==> src/hdl/sgr_pkg.sv <==
// ----------------------------------------------------------------------------
// sgr_pkg
// Shared types and constants for the segment renumbering and stats block.
// ----------------------------------------------------------------------------
package sgr_pkg;

    localparam int MAX_SEGMENTS = 256;
    localparam int MAX_DIM      = 4096;
    localparam int ID_W         = $clog2(MAX_SEGMENTS);
    localparam int NID_W        = ID_W + 1;
    localparam int POS_W        = $clog2(MAX_DIM);
    localparam int DIM_W        = 13;
    localparam int CNT_W        = 25;

    localparam logic [1:0] CMD_PIXEL = 2'd0;
    localparam logic [1:0] CMD_QUERY = 2'd1;
    localparam logic [1:0] CMD_CLEAR = 2'd2;

    localparam logic [1:0] REG_WIDTH  = 2'd0;
    localparam logic [1:0] REG_HEIGHT = 2'd1;

    typedef struct packed {
        logic [1:0]        command;
        logic signed [31:0] raw_label;
        logic [7:0]        query_id;
    } t_in;

    typedef struct packed {
        logic signed [8:0] new_label;
        logic              frame_done;
        logic [8:0]        frame_segments;
        logic              frame_empty;
        logic              table_full;
        logic [24:0]       pixel_total;
        logic [11:0]       box_left;
        logic [11:0]       box_top;
        logic [12:0]       box_width;
        logic [12:0]       box_height;
    } t_out;

    typedef struct packed {
        logic [CNT_W-1:0] count;
        logic [POS_W-1:0] min_x;
        logic [POS_W-1:0] max_x;
        logic [POS_W-1:0] min_y;
        logic [POS_W-1:0] max_y;
    } t_stat;

    // Update strobe broadcast along the row of cells
    typedef struct packed {
        logic             we;
        logic             alloc;
        logic [ID_W-1:0]  id;
        logic [POS_W-1:0] x;
        logic [POS_W-1:0] y;
    } t_cell_ctl;

    function automatic logic [DIM_W-1:0] eff_dim(input logic [DIM_W-1:0] v);
        logic [DIM_W-1:0] r;
        r = v;
        if (v == '0) r = DIM_W'(1);
        else if (v > DIM_W'(MAX_DIM)) r = DIM_W'(MAX_DIM);
        return r;
    endfunction

endpackage

==> src/hdl/sgr_cell.sv <==
// ----------------------------------------------------------------------------
// sgr_cell
// One id slot: raw label tag, match compare and pixel count / bounding box.
// ----------------------------------------------------------------------------
module sgr_cell (
    input  logic                 i_clk,
    input  logic [sgr_pkg::ID_W-1:0]  i_idx,
    input  logic [31:0]          i_raw,
    input  logic [sgr_pkg::NID_W-1:0] i_base,
    input  logic [sgr_pkg::NID_W-1:0] i_next,
    input  sgr_pkg::t_cell_ctl   i_ctl,
    output logic                 o_match,
    output sgr_pkg::t_stat       o_stat
);
    import sgr_pkg::*;

    logic [31:0] r_tag;
    t_stat       r_stat;
    logic        hit_we;

    assign o_match = ({1'b0, i_idx} >= i_base) && ({1'b0, i_idx} < i_next) &&
                     (r_tag == i_raw);
    assign o_stat  = r_stat;
    assign hit_we  = i_ctl.we && (i_ctl.id == i_idx);

    always_ff @(posedge i_clk) begin
        if (hit_we) begin
            if (i_ctl.alloc) begin
                r_tag         <= i_raw;
                r_stat.count  <= CNT_W'(1);
                r_stat.min_x  <= i_ctl.x;
                r_stat.max_x  <= i_ctl.x;
                r_stat.min_y  <= i_ctl.y;
                r_stat.max_y  <= i_ctl.y;
            end else begin
                if (r_stat.count != '1) r_stat.count <= r_stat.count + CNT_W'(1);
                if (i_ctl.x < r_stat.min_x) r_stat.min_x <= i_ctl.x;
                if (i_ctl.x > r_stat.max_x) r_stat.max_x <= i_ctl.x;
                if (i_ctl.y < r_stat.min_y) r_stat.min_y <= i_ctl.y;
                if (i_ctl.y > r_stat.max_y) r_stat.max_y <= i_ctl.y;
            end
        end
    end

endmodule

==> config.mk <==
export PLATFORM = sky130hd
export DESIGN_NAME = sgr_cell
export DESIGN_NICKNAME = d
export VERILOG_FILES = /design/src/hdl/sgr_pkg.sv /design/src/hdl/sgr_cell.sv
export SDC_FILE = /design/constraint.sdc
export NUM_CORES = 1
export LEC_CHECK = 0
export BUFFER_PORTS_ARGS = -buffer_cell sky130_fd_sc_hd__buf_2
export CAP_MARGIN = 20
export CORE_MARGIN = 8
export CORE_UTILIZATION = 56
export CTS_CLUSTER_DIAMETER = 80
export DETAILED_ROUTE_END_ITERATION = 8
export GPL_TIMING_DRIVEN = 1
export HOLD_SLACK_MARGIN = 0.02
export PLACE_DENSITY_LB_ADDON = 0.1
export SYNTH_ARGS = -nofsm -noshare
export SYNTH_HDL_FRONTEND = slang
export SYNTH_SLANG_ARGS = --single-unit
==> constraint.sdc <==
create_clock -name i_clk -period 5.25 [get_ports i_clk]
set_input_delay 0 -clock i_clk [delete_from_list [all_inputs] [get_ports i_clk]]
set_output_delay 0 -clock i_clk [all_outputs]
set_load 0.03 [all_outputs]
# [Word level (Yosys, flattened, before mapping)]
# Cells that the tools add are included.
[word_totals] ff_bits=105 in_bits=93 output_inout_bits=74 wordCells=36
[op_classes] n_addsub=1 magnitude_cmp=6 eq_ne=3 n_mux=6 reduce_logical=14
[op_table] operator="$mux 12" n=4
[op_table] operator="$mux 48" n=1
[op_table] operator="$eq 32x32->1" n=1
[op_table] operator="$add 25x1->25 const B" n=1
[op_table] operator="$mux 25" n=1
[op_table] operator="$ne 25x25->1 const B" n=1
[op_table] operator="$gt 12x12->1" n=2
[op_table] operator="$lt 12x12->1" n=2
[op_table] operator="$reduce_and 2->1" n=6
[op_table] operator="$reduce_bool 2->1" n=5
[op_table] operator="$ge 8x9->1" n=1
[op_table] operator="$lt 8x9->1" n=1
[op_table] operator="$eq 8x8->1" n=1
[op_table] operator="$logic_and 1x1->1" n=3

# [Depth between registers and ports, before layout]
# Gate-level depths: netlist (run 1).
[logic_depth] word_depth=3 ltp_mapped=7 ltp_nobuf=7

# [Least setup slack after synthesis (run 1)]
# Ideal clock, no wire load.
[synth_path] kind="reg2reg" start="register r_stat (netlist bit o_stat[43])" end="register r_stat (netlist bit o_stat[36]) (enable)" setup_ps=404 arrival_time_ps=2481 required_ps=4846 setup_slack_ps=2365 stages_incl_launch_ff=8 n_path_buf=0 synth_period_minus_slack_ps=2885 path_cell_list="edfxtp_1 > inv_1 > ha_1 > a21oi_1 > o21ai_0 > a221oi_1 > nor2_1 > a311oi_1"
[synth_via] elab_chain_cells=3
[synth_rtl] item="from (decl)" line_no="sgr_cell.sv:18" rtl="t_stat r_stat;"
[synth_rtl] item="$lt 12x12->1" line_no="sgr_cell.sv:37" rtl="if (i_ctl.x < r_stat.min_x) r_stat.min_x <= i_ctl.x;"
[synth_rtl] item="$reduce_bool 2->1 (no source line)"
[synth_rtl] item="$reduce_and 2->1 (no source line)"
# No other way between the ends.
# A chain may end at the register's enable or synchronous reset.

# [Final worst setup path (run 1)]
[layout_path] start="register r_stat (netlist bit o_stat[10])" end="register r_stat (netlist bit o_stat[5]) (enable)"
[layout_via] elab_chain_cells=3
[layout_rtl] item="$gt 12x12->1" line_no="sgr_cell.sv:40" rtl="if (i_ctl.y > r_stat.max_y) r_stat.max_y <= i_ctl.y;"
[layout_rtl] item="$reduce_bool 2->1 (no source line)"
[layout_rtl] item="$reduce_and 2->1 (no source line)"
# No other way between the ends.

==> flow_results.org, run 1 <==
** Final layout
- Fin cells :: 846
- The finished cells cover 7510 µm².
- The filler cells instantiated in the layout total about 720.
- Leading cell type in the layout, fill and taps excluded :: buf_2
- P&R area growth vs syn :: 31.6%
- Of the cells placed in the final design, the portion with a size suffix greater than 1 is between 20% and 30%.
- Area used by multi-input combinational logic :: 2320 µm²
- Core Util, Final :: between 70% and 80%
- NumNets Final :: 860
- Most frequent cells in the layout :: buf_2 (166), edfxtp_1 (105), inv_1 (64), ha_1 (62), dlygate4sd3_1 (56)
- Across the whole layout, storage elements account for 3150 µm².

** Power
- Sum of internal, switching and leakage power :: 1.55 mW
- In this run switching power makes up 23.6% of total power.
- Leak pwr :: ~3.3 nW
- The internal portion of the total power is ~1.2 mW.
- In this run the power spent charging and discharging nets is roughly 360 µW.
- Across the VDD grid, the largest voltage drop is 0.000165 V.
- Sequential cells account for 59.5% of the total power.
- Proportion of power drawn by combinational gates :: between 10% and 20%
- The clock network is responsible for 29.1% of the overall power.
- PD cells :: 206 nW/µm²

** Critical path
- Counting cells, the worst reg-to-reg path comes to 6.
- Data required time at the worst endpoint :: 5350 ps
- In this run the worst path has a maximum fanout of 7.
- At the worst endpoint, the arrival time is between 2000 and 3000 ps.
- Kind of cell adding the most delay to the critical path :: compound AO/OA/AOI/OAI gates
- Crit path kind :: reg -> reg
- Worst reg2reg startpoint :: o_stat[10]
- The endpoint identified for the worst register-to-register timing path is o_stat[5].
- Buffers & Inverters on Critical Path :: 2
- Crit-path max cell delay :: 810 ps
- Cell Chain, Critical Path :: inv_1, ha_1, nand4_1, a211o_1, a211oi_1, buf_4
- Worst setup SP type :: flop
- For flop-to-flop paths, the worst setup slack is 2670 ps.
- Critical Path Slowest Stage Cell :: a211oi_1
- Type of element capturing the critical path :: flop

** STA
- Setup repair after global routing left no endpoint under its margin.
- Subtracting the final worst setup slack from the clock period gives ~2600 ps.
- The number of max-slew violations in the final report was 0.
- The worst path uses 49.2% of the clock period.
- Setup slack after layout :: 2670 ps
- The worst pin sits at a relative slew slack of 31.9%.
- Clock skew on the completed layout was measured at 13.5 ps.
- Tightest hold margin :: roughly 200 ps
- The hold violation total from the final report was 0.
- At the pin with the least slew margin, the transition time is 1020 ps.
- Timing would allow up to 387 MHz.
- Endpoints failing setup :: 0
- Summed over all failing endpoints, the final setup total negative slack is 0 ps.

** Synth
- Yosys attributes the largest share of cell area to edfxtp_1 (55%), ha_1 (14%), xor2_1 (7.7%), inv_1 (4.2%), nor2_1 (2.0%).
- Avg Cell Area, Syn :: about 12 µm²
- Share of flip-flops with an asynchronous set or reset after synthesis :: 0%
- Post-synthesis cell type with the largest combined area :: edfxtp_1
- The netlist uses 35 different library cells.
- Post-synthesis cell count :: 469
- Synthesis inferred 105 register bits.
- Counting every net in the synthesized netlist gives 624.
- Yosys mapped a number of flops with a built-in enable equal to 105.
- Among all flip-flop cells after synthesis, the most frequent one is edfxtp_1.
- Cell area after synthesis :: 5710 µm²
- Number of warnings reported in the yosys synthesis log :: 0
- Share of the synthesized area in the top cell type :: a little under three fifths
- For this run, the register share of the synthesized area comes to 55.3%.

** CTS
- Number of sinks handled by clock tree synthesis :: ~110
- After clock tree synthesis, the clock-pin slew on the worst setup and hold paths is 100 ps.
- CTS tree :: built
- In this run the number of H-tree levels came out at 3.
- Clk Tree Root Cell :: clkbuf_8
- Inserted Clock Buffers :: 9
- The longest clock path from root to sink contains 2 buffers.
- Insertion delay to the later sink of the worst-skew pair :: 380 ps
- Post-CTS setup repair buffer count :: 0

** GRT
- The number of antenna violations at the first check in global routing is 1.
- The first global-routing pass estimated 23100 µm of wire.
- Met2 Usage GRT :: 38.8%
- Pin count of the biggest net entering global routing :: 33
- For met1 alone, demand over resource in global routing was 24.6%.
- Across every metal layer, demand over resource in global routing totals 22.0%.
- Busiest layer in global routing :: met2
- Global routing consumed, on the met3 layer, 7.39% of the routing resources.
- The total overflow left after global routing is 0.
- Number of global-route vias before repair :: 4749

** Floorplan
- In this run the horizontal extent of the chip is about 120 µm.
- Core outline area :: 10100 µm²
- During I/O placement, the number of pins put on the boundary was 167.
- The die covers 13700 µm².
- Height of the die :: 117 µm
- Number of rows created at floorplan :: 37
- For this configuration, the core starts out at a cell density of 56.5%.

** Placed design
- Prior to clock tree synthesis, the placed netlist has a worst setup slack of 2380 ps.
- Routability-driven placement finished with a final weighted congestion of 0.834.
- After detailed placement, the total cell area comes to 6760 µm².
- Once detailed placement completed, the half-perimeter wirelength came to 10400 µm.
- Total instance count after detailed placement :: around 770
- The count of buffers added on input and output ports is 166.

** Worst hold path
- The worst hold path begins at i_ctl[32].
- Hold Path Depth :: 2
- The worst hold path belongs to the class in -> reg.
- For hold timing, the worst endpoint is o_stat[60].

** Detailed routing
- Drt drc :: 0
- Routed vias/inst :: 5.28
- First DRT Iteration DRCs :: 279
- The count of nets left with antenna violations once routing finished came out at 0.
- The pre-antenna-repair detailed-routing pass consisted of 4 iterations.
- Wire length per cell :: 17.3 µm
- Final WL :: 14700 µm
- Via count :: about 4500

** Outcome
- Run status :: finished clean

** Run
- Across the run, the number of max-cap violations was 0.
==> kinds of logic after synthesis <==
| family | Yosys count | synth area share, % |
|---|---|---|
| and+or+nand+nor | 119 | 11.5 |
| DFF | 105 | 55.3 |
| buffers and inverters | 67 | 4.41 |
| adders and majority gates | 62 | 13.6 |
| xor gates and xnor gates | 60 | 9.21 |
| AOI/OAI and AO/OA | 56 | 6.07 |
==> routing by layer <==
| metal | up-vias | wire length (µm) |
|---|---|---|
| met5 | - | 0 |
| met4 | 0 | 292 |
| met3 | 23 | 1260 |
| met2 | 158 | 7290 |
| met1 | 2117 | 5810 |
| li1 | 2171 | - |
==> state kept, by name (all words and copies together) (netlist names) <==
signal	flops
o_stat	73
r_tag	32
==> final cells by class <==
class                      count  area share (%)
clock buffer                  11            1.75
clock inverter                 4           0.383
sequential                   105            42.0
inverter                      64            3.20
multi-input combinational    297            31.0
timing repair buffer         228            19.4
antenna                        1          0.0333
tap                          136            2.27
==> synth_stat cells, types with 2 or more instances <==
master / n
nor3_1: 6
a21oi_1: 22
nand4_2: 2
xnor2_1: 10
a21o_1: 2
ha_1: 62
nor4_4: 2
o21ai_0: 13
nand3_1: 19
a311oi_1: 2
a21boi_0: 2
o211ai_1: 4
nor4_1: 10
a221oi_1: 2
clkbuf_1: 2
inv_1: 64
a2111oi_0: 2
edfxtp_1: 105
a211o_1: 2
xor2_1: 50
and3_1: 4
nor2_1: 30
nand4_1: 14
or3_1: 3
and4_1: 3
nor2b_1: 5
a211oi_1: 3
nand2_1: 17
==> how the worst max path moves through the flow <==
stage,start,end,slack [ps],depth (start not counted)
3_3_place_gp,o_stat[19],o_stat[21],2500,7
6_report,o_stat[10],o_stat[5],2670,6
2_1_floorplan,o_stat[43],o_stat[36],2360,7
5_1_grt,o_stat[10],o_stat[5],2460,7
3_5_place_dp,o_stat[19],o_stat[21],2380,7
4_1_cts,o_stat[19],o_stat[19],2370,7
==> power groups by stage <==
stage / sequential, mW / clock, mW / combinational [mW]
6_report: 0.922 / 0.450 / 0.176
5_1_grt: 0.922 / 0.488 / 0.196
4_1_cts: 0.922 / 0.463 / 0.171
3_5_place_dp: 0.941 / 0 / 0.139
3_3_place_gp: 0.941 / 0 / 0.133
2_1_floorplan: 0.943 / 0 / 0.0647
==> worst reg2reg max path: stages, from the launching register on <==
cell and delay (ps):
edfxtp_1 360, inv_1 50, ha_1 320, nand4_1 170
a211o_1 300, a211oi_1 810, buf_4 300
==> timing repair <==
action | 4_1_cts | 5_1_grt
resized for setup | 0 | 0
hold buffers | 56 | 0
hold endpoints to repair | 80 | 0
Power figures use the tool's default switching activity.
==> run 2: changes to the inputs <==
CORE_UTILIZATION = 52   (was 56)
clock period = 2.7 ns   (was 5.25 ns; I/O delays follow)
==> flow_results.org, run 2 (synthesized netlist as in run 1, its figures left out) <==
** GRT
- Initial antenna violation count :: 0 (-1)
- The via count of the first global-routing pass came to 4687 (-1.3%).
- The maximum number of pins on one net before global-route repair is 33 (unchanged).
- First-pass GRT wire length :: 23000 µm (-0.12%)
- Overall routing resource usage :: 19.6% (-2.4 points)
- The total congestion overflow came to 0 (unchanged).

** CTS
- Number of buffers on the longest clock path :: 2 (unchanged)
- Number of sinks handled by clock tree synthesis :: 105 (unchanged)
- The tree is rooted in a clkbuf_8.
- The number of setup buffers added after CTS came to 0 (unchanged).
- The depth of the CTS H-tree was 3 (unchanged).
- The clock-pin slew reported for the worst setup and hold paths after clock tree synthesis is 100 ps (about the same).
- Insertion delay to the later sink of the worst-skew pair :: 360 ps (-20 ps)
- Inserted Clock Buffers :: 9 (unchanged)
- TritonCTS built the clock tree.

** Critical path
- Cell Chain, Critical Path :: inv_1, ha_1, nor2b_1, o211ai_1, a211o_1, a211oi_2
- Critical Path Slowest Stage Cell :: a211oi_2
- Buffers & Inverters on Critical Path :: 1 (-1)
- Crit-path max cell delay :: 840 ps (+30 ps)
- The worst setup path is of the reg -> reg kind.
- The largest driver fanout on the critical path was 12 (+5).
- Worst setup SP type :: flop
- Type of element capturing the critical path :: flop
- The kind of cell with the highest combined delay along the critical path is compound AO/OA/AOI/OAI gates.
- Endpoint arrival time on the critical path :: 2380 ps (-300 ps)
- Data required time at the worst endpoint :: 2680 ps (-2670 ps)

** STA
- Final slew viol count :: 0 (unchanged)
- F_max :: 417 MHz (+7.7%)
- The total of endpoints with negative setup slack in the final report is 0 (unchanged).
- The total negative slack for setup checks was 0 ps (unchanged).
- The worst clock skew came to 11.9 ps (-1.60 ps).
- Unrepaired setup endpoints after global routing :: false
- The hold violation total from the final report came to 0 (unchanged).
- The relative slew slack came to 31.5% (-0.37 points).
- Actual slew at the worst max-slew pin :: 1030 ps (+9.73 ps)
- The minimum period implied by the final worst setup slack came to 2400 ps (-186 ps).
- The final critical-path share of the clock period was 88.8% (+40 points).

** Power
- Maximum vdd drop :: 0.000282 V (+71%)
- Leak pwr :: 3.31 nW (+0.40%)
- The power density normalized to cell area was 396 nW/µm² (+92%).
- Sum of internal, switching and leakage power :: 2.98 mW (+93%)

** Floorplan
- The area inside the core boundary was 10800 µm² (+6.9%).
- Total I/O pin count :: 167 (unchanged)
- The y dimension of the die is 121 µm (+3.3%).
- The horizontal die dimension was 121 µm (+3.3%).
- Number of rows created at floorplan :: 38 (+2.7%)
- Initial cell density of the core :: 52.9% (-3.7 points)
- Overall die area :: 14600 µm² (+6.6%)

** Detailed routing
- Drt drc :: 0 (unchanged)
- Final WL :: 14300 µm (-2.5%)
- The remaining antenna violation count after routing came to 0 (unchanged).
- The number of design-rule violations left by the first detailed-router iteration is 284 (+1.8%).
- The number of vias per cell was 5.15 (-2.5%).
- The total via count in the routed design was 4393 (-1.7%).
- The total iterations of the first detailed-routing run was 4 (unchanged).
- Wire length per cell :: 16.7 µm (-3.3%)

** Run
- Count of max-cap constraint violations :: 0 (unchanged)

** Placed design
- The HPWL after detailed placement is 10600 µm (+1.6%).
- Port-buffer cells :: 166 (unchanged)
- The weighted congestion reported at the end of routability-driven placement was 0.819 (-1.8%).

** Outcome
- The run finished with clean final reports.

** Final layout
- Share of layout cells above drive strength 1 :: 28.3% (+0.55 points)
- The flip-flop count of the largest register, all copies and words added was 73 (unchanged).
- Number of diodes added for antenna fixing :: 0 (-1)
- The net count of the finished layout was 863 (+0.35%).
- Leaving out fill and tap cells, the most frequent cell in the layout is buf_2.
- In the layout the commonest cells are buf_2 (166), edfxtp_1 (105), inv_1 (64), ha_1 (62), dlygate4sd3_1 (56).
- P&R area growth vs syn :: 31.9%

** Worst hold path
- Hold Crit Class :: in -> reg
==> run 2: where the power goes <==
part / internal (mW) / switching [mW]
Clock: 0.325 / 0.525
Sequential: 1.79 / 0.00181
Combinational: 0.178 / 0.162
Total: 2.29 / 0.689
==> run 2: per-layer routing <==
metal / wire length, µm / part of all wire, % / up-vias / track usage [%]
li1: - / - / 2171 / -
met1: 5850 / 41 / 2092 / 22.8
met2: 7410 / 52 / 121 / 34.8
met3: 885 / 6.2 / 9 / 5.08
met4: 142 / 0.99 / 0 / 6.01
met5: 0 / 0 / - / 0
==> run 2: cell type report <==
cell class              instances  area, µm²
repair buffers                231       1470
well taps                     140        175
inverters                      64        240
clock buffers                   9        124
clock inverters                 7       37.5
flip-flops and latches        105       3150
multi-input cells             297       2330
fillers                       795       3270
==> run 2: final timing paths <==
kind | startpoint | endpoint | slack, ps | cells after the start
min reg2reg | o_stat[48] | o_stat[48] | 660 | 1
min | i_ctl[32] | o_stat[51] | 90 | 2
max reg2reg | o_stat[1] | o_stat[4] | 300 | 6
max | o_stat[1] | o_stat[4] | 300 | 6
==> run 2: timing repair <==
item / in CTS / in global routing
hold buffers: 56 / 0
resized for setup: 0 / 0
endpoints found under the setup margin: 0 / 0
hold endpoints to repair: 80 / 0
==> run 2: per-stage QoR <==
stage          cells  util [%]  hold slack (ps)  cell area, µm²  worst slack (ps)
6_report         853      69.7             94.2            7530               303
5_1_grt          853      69.7             91.5            7530               102
4_1_cts          853      69.7             71.8            7530               288
3_5_place_dp     781      63.0              206            6800               280
3_3_place_gp     780      62.9              205            6790               226
2_1_floorplan    469         -             98.9            5720              17.8
